<file path="config.mk">
export PLATFORM = sky130hd
export DESIGN_NAME = ecam_ctrl
export DESIGN_NICKNAME = d
export VERILOG_FILES = /design/src/ecam_pkg.sv /design/src/ecam_ctrl.sv
export SDC_FILE = /design/constraint.sdc
export NUM_CORES = 1
export LEC_CHECK = 0
export BUFFER_PORTS_ARGS = -buffer_cell sky130_fd_sc_hd__buf_2
export CAP_MARGIN = 20
export CORE_MARGIN = 2
export CORE_UTILIZATION = 30
export DETAILED_ROUTE_END_ITERATION = 6
export PLACE_DENSITY = 0.62
export SETUP_SLACK_MARGIN = 0.02
export SKIP_CTS_REPAIR_TIMING = 1
export SLEW_MARGIN = 20
export SYNTH_ARGS = -nofsm -noshare
export SYNTH_HDL_FRONTEND = slang
export SYNTH_SLANG_ARGS = --single-unit
</file>
<file path="constraint.sdc">
create_clock -name clk -period 2.59 [get_ports clk]
set_input_delay 0.259 -clock clk [delete_from_list [all_inputs] [get_ports clk]]
set_output_delay 0.259 -clock clk [all_outputs]
set_load 0.02 [all_outputs]
</file>
<file path="src/ecam_pkg.sv">
package ecam_pkg;

    localparam int MaxVertices = 32;
    localparam int StackDepth  = 1024;
    localparam int VW = $clog2(MaxVertices);
    localparam int SW = $clog2(StackDepth);

    typedef logic [MaxVertices-1:0] row_t;
    typedef logic [VW-1:0]          vtx_t;
    typedef logic [SW:0]            cnt_t;

    localparam logic [1:0] ST_EULER   = 2'd0;
    localparam logic [1:0] ST_UNCONN  = 2'd1;
    localparam logic [1:0] ST_ODD     = 2'd2;

    localparam logic ACT_LOAD  = 1'b0;
    localparam logic ACT_FETCH = 1'b1;

    localparam logic KIND_STATUS = 1'b0;
    localparam logic KIND_VERTEX = 1'b1;

    // datapath operation codes
    typedef enum logic [3:0] {
        OP_NONE,
        OP_LOAD,
        OP_DFS_INIT,
        OP_DFS_STEP,
        OP_PAR_STEP,
        OP_EUL_INIT,
        OP_EUL_STEP,
        OP_FETCH
    } op_t;

    typedef struct packed {
        op_t op;
    } cmd_t;

    typedef struct packed {
        logic dfs_done;
        logic par_done;
        logic unconn;
        logic odd;
        logic eul_done;
        logic row_ok;
    } sts_t;

    function automatic vtx_t lowest_bit(input row_t x);
        vtx_t r;
        r = '0;
        for (int i = MaxVertices - 1; i >= 0; i--)
        begin
            if (x[i])
            begin
                r = VW'(i);
            end
        end
        return r;
    endfunction

endpackage

</file>
<file path="src/ecam_ctrl.sv">
module ecam_ctrl (
    input  logic           clk,
    input  logic           rst_n,
    input  logic           start,
    input  logic           action,
    input  logic           row_last,
    input  ecam_pkg::sts_t sts,
    output ecam_pkg::cmd_t cmd,
    output logic           busy,
    output logic           done,
    output logic           kind,
    output logic [1:0]     status
);
    import ecam_pkg::*;

    // S_DINI and S_EINI hold the controller while the setup op runs
    typedef enum logic [7:0] {
        S_IDLE = 8'b00000001,
        S_DINI = 8'b00000010,
        S_DFS  = 8'b00000100,
        S_PAR  = 8'b00001000,
        S_EINI = 8'b00010000,
        S_EUL  = 8'b00100000,
        S_REP  = 8'b01000000,
        S_FET  = 8'b10000000
    } state_t;

    state_t state_reg, state_next;
    logic [1:0] stat_reg, stat_next;

    always_comb
    begin
        state_next = state_reg;
        stat_next  = stat_reg;
        cmd.op = OP_NONE;
        case (state_reg)
            S_IDLE:
            begin
                if (start && action == ACT_LOAD)
                begin
                    cmd.op = OP_LOAD;
                    if (row_last)
                    begin
                        state_next = S_DINI;
                    end
                end
                else if (start)
                begin
                    cmd.op = OP_FETCH;
                    state_next = S_FET;
                end
            end
            S_DINI:
            begin
                state_next = S_DFS;
            end
            S_DFS:
            begin
                if (sts.dfs_done)
                begin
                    if (sts.unconn)
                    begin
                        stat_next = ST_UNCONN;
                        state_next = S_REP;
                    end
                    else
                    begin
                        state_next = S_PAR;
                    end
                end
                else
                begin
                    cmd.op = OP_DFS_STEP;
                end
            end
            S_PAR:
            begin
                cmd.op = OP_PAR_STEP;
                if (sts.par_done)
                begin
                    state_next = S_EINI;
                end
            end
            S_EINI:
            begin
                if (sts.odd)
                begin
                    stat_next = ST_ODD;
                    state_next = S_REP;
                end
                else
                begin
                    state_next = S_EUL;
                end
            end
            S_EUL:
            begin
                if (sts.eul_done)
                begin
                    stat_next = ST_EULER;
                    state_next = S_REP;
                end
                else
                begin
                    cmd.op = OP_EUL_STEP;
                end
            end
            S_REP, S_FET:
            begin
                state_next = S_IDLE;
            end
            default:
            begin
                state_next = S_IDLE;
            end
        endcase
    end

    always_ff @(posedge clk or negedge rst_n)
    begin
        if (!rst_n)
        begin
            state_reg <= S_IDLE;
            stat_reg  <= ST_EULER;
        end
        else
        begin
            state_reg <= state_next;
            stat_reg  <= stat_next;
        end
    end

    assign busy   = (state_reg != S_IDLE);
    assign done   = (state_reg == S_REP) || (state_reg == S_FET);
    assign kind   = (state_reg == S_FET) ? KIND_VERTEX : KIND_STATUS;
    assign status = (state_reg == S_REP) ? stat_reg : ST_EULER;

endmodule

</file>
After elaboration in Yosys (flattened, before gate mapping). Index checks and enable logic that the tools add are counted.

Bits in registers: 10. Input bits: 11. Output and inout bits: 9.

Equal/unequal tests: 16. Multiplexer cells: 21. Bitwise operators: 1. Reduce and logical (&&, ||, !) cells: 5.

Operators with widths (number): $mux W8 (6); $pmux W8 S6 (1); $mux W7 (2); $mux W2 (6); $pmux W3 S4 (1); $ne A2 B2 Y1 const B (5); $reduce_and A5 Y1 (2); $mux W3 (3); $eq A8 B1 Y1 const B (1); $eq A8 B2 Y1 const B (1); $eq A8 B3 Y1 const B (1); $eq A8 B4 Y1 const B (1); $eq A8 B5 Y1 const B (1); $eq A8 B6 Y1 const B (1); $eq A8 B7 Y1 const B (1); $eq A8 B8 Y1 const B (1); $ne A8 B1 Y1 const B (1); $ne A3 B3 Y1 const B (2); $pmux W2 S3 (1); $reduce_bool A3 Y1 (1); $logic_and A1 B1 Y1 (1); $logic_or A1 B1 Y1 (1); $mux W1 (1); $not A1 Y1 (1).

Longest topological paths before layout.
Depth in word-level cells: 4. Gate-level depth with buffers: 5. Depth with buffers taken out: 4.

Worst setup path after synthesis. OpenSTA, ideal clock, no wires.

Path kind: register to output. Start: reg state_reg[5]. End: out kind. Data arrival time: 1.849 ns. Data required time: 2.331 ns. Slack: 0.482 ns. Cell stages (with the launch flop): 5. Path buffers: 1. Cells stage by stage: dfrtp_1 -> buf_2 -> or4_4 -> or3_1 -> nor3b_1.

Word-level cells in the longest chain between the ends: 2.

RTL lines: start: declaration (RTL line ecam_ctrl.sv:28) `state_t state_reg, state_next;`; start signal: assignment (RTL line ecam_ctrl.sv:128) `state_reg <= state_next;`; $eq A8 B8 Y1 (RTL line ecam_ctrl.sv:135) `assign kind = (state_reg == S_FET) ? KIND_VERTEX : KIND_STATUS;`; $mux W1 (RTL line ecam_ctrl.sv:135); end: declaration (RTL line ecam_ctrl.sv:11) `output logic kind,`.

Every way passes these cells.

==> flow_summary.yaml <==
final_layout:
  syn_to_final_growth_pct: 21.4
  drive_above_1_share_pct: 29.9
  final_core_util_pct: 38.2
  n_antenna_cell: 0
  largest_reg_flops: 8
  nets: 109
clock_network:
  cts-htree-levels: 1
  clk_latency_ns: 0.26
  clkSlewWorstSetupHoldPaths_ns: 0.07
  tritoncts.num_buffers: 3
  cts.sinks: 10
  cts_tree: "built"
  clockBufferDepth: 2
  clockRootBuffer: "clkbuf_4"
sta:
  slew_violations: 0
  rsz0062_at_grt: "false"
  hold_viol: 0
  timing.fmax_ghz: 0.418
  setup_violations: 0
  setup-tns-final_ns: 0
  fin_ws_ns: 0.200
  min_period_ns: 2.39
  fin_skew_ns: 0.00200
  period_share_pct: 92.3
routing:
  via_per_inst: 5.21
  num_vias: 651
  drc_errors: 0
  wl_um: 1530
  antenna_left: 0
  drtPass1Iterations: 4
  wl_per_cell_um: 12.2
  drtIter0Drc: 16
min_path:
  hold_class: "in2reg"
synth:
  ys.flop_type: "dfrtp_1"
  async_flop_share_pct: 100
  ys_seq_area_share_pct: 36.1
  synth.avg_cell_area_um2: 8.93
  synth_seq_cells: 10
  synth_edf_count: 0
  yosys_warnings: 0
  synth.distinct_cells: 37
  synth_nets: 89
  syn_inst: 78
  syn_area_um2: 697
die:
  dieWidth_um: 52.2
  initial_core_util_pct: 31.5
  die-area_um2: 2720
  die_h_um: 52.2
  core_area_um2: 2210
  ios: 20
  row_count: 17
grt:
  grt_pass1_wl_um: 2600
  grt_max_degree: 11
  grt_pass1_vias: 598
  grt_usage_pct: 12.9
  grt-ovfl-total: 0
  grt_antenna_before_repair: 0
critical_path:
  required_ns: 2.33
  crit_type: "reg2out"
  crit_arrival_ns: 2.13
  end_kind: "output port"
  startpoint_type: "register"
  cp_max_fo: 7
place:
  gp_congestion: 0.797
  hpwl_um: 1220
  io_buffers: 17
  pre_cts_slack_ns: 0.494
pwr:
  power_leakage_nw: 0.419
  vdd_ir_drop_max_v: 0.000279
  totalPowerFinal_w: 0.000574
  p_per_area_nw_per_um2: 678
status:
  status: "completed"
run:
  maxCapViolCount: 0
==> report_power, final <==
part	internal (W)	switching [W]
clock network	0.0000852	0.0000556
registers	0.000181	0.0000327
logic	0.0000885	0.000131
==> area by class of cell <==
class	instances	area, µm²
fillers	249	1370
multi-input cells	60	409
flip-flops and latches	10	251
repair buffers	18	95.1
clock buffers	4	36.3
well taps	28	35.0
inverters	5	18.8
==> placed cells by master, fill, tap and decap left out, types with 2 or more instances in the layout <==
master,n
a21oi_1,3
and3_1,2
buf_2,17
clkbuf_4,3
dfrtp_1,9
inv_1,5
mux2_1,2
nand2_1,7
nand2b_1,2
nand3_1,3
nand4_1,3
nor2_1,5
nor2b_1,3
nor3_1,3
nor3b_1,3
o21ai_0,2
or3_1,2
or3b_2,2
==> metrics by stage <==
stage | hold slack (ns) | cells | area [µm²]
floorplan | -0.0366 | 78 | 697
global placement | 0.131 | 120 | 800
detailed placement | 0.135 | 120 | 800
CTS | -0.152 | 124 | 836
global route | 0.173 | 125 | 846
finish | 0.174 | 125 | 846
==> final timing paths <==
check,slack (ns),start,cells after the start,endpoint
setup / recovery,0.20,state_reg[2],5,cmd[2]
hold / removal,0.17,action,2,state_reg[1]
setup reg to reg,0.65,state_reg[6],4,stat_reg[1]
hold reg to reg,0.47,stat_reg[0],1,stat_reg[0]
max in group asynchronous,1.96,rst_n,2,state_reg[0]
min in group asynchronous,0.38,rst_n,2,state_reg[4]
==> critical path, cell delays in order (launching register included) <==
cell,delay [ns]
dfrtp_1,0.45
or4_4,0.58
and4bb_1,0.34
nand3_1,0.19
o41ai_1,0.10
buf_2,0.21
==> metal layers <==
metal | share of wire [%] | up-vias | wire, µm | GRT usage [%]
li1 | - | 324 | - | -
met1 | 46 | 305 | 706 | 16.9
met2 | 48 | 22 | 733 | 21.5
met3 | 5.9 | 0 | 90 | 1.71
met4 | 0 | 0 | 0 | 5.13
met5 | 0 | - | 0 | 0
==> kinds of logic after synthesis <==
| group | share of synthesized area, % |
|---|---|
| buffers and inverters | 5.21 |
| DFF | 36.1 |
| AOI/OAI and AO/OA | 11.5 |
| xor gates and xnor gates | 2.51 |
| and+or+nand+nor | 40.9 |
| other | 0.538 |
| muxes | 3.23 |
==> synth_stat cells (all sizes together) (3+ instances only) <==
master / instances / area share, %
nand2: 7 / 3.8
dfrtp: 9 / 32
nor3b: 3 / 3.2
nand3: 3 / 2.2
nor2b: 3 / 2.7
buf: 3 / 2.5
nor2: 5 / 2.7
a21oi: 3 / 2.2
inv: 5 / 2.7
nand4: 3 / 2.7
nor3: 4 / 3.6
(Power assumes the default switching activity.)
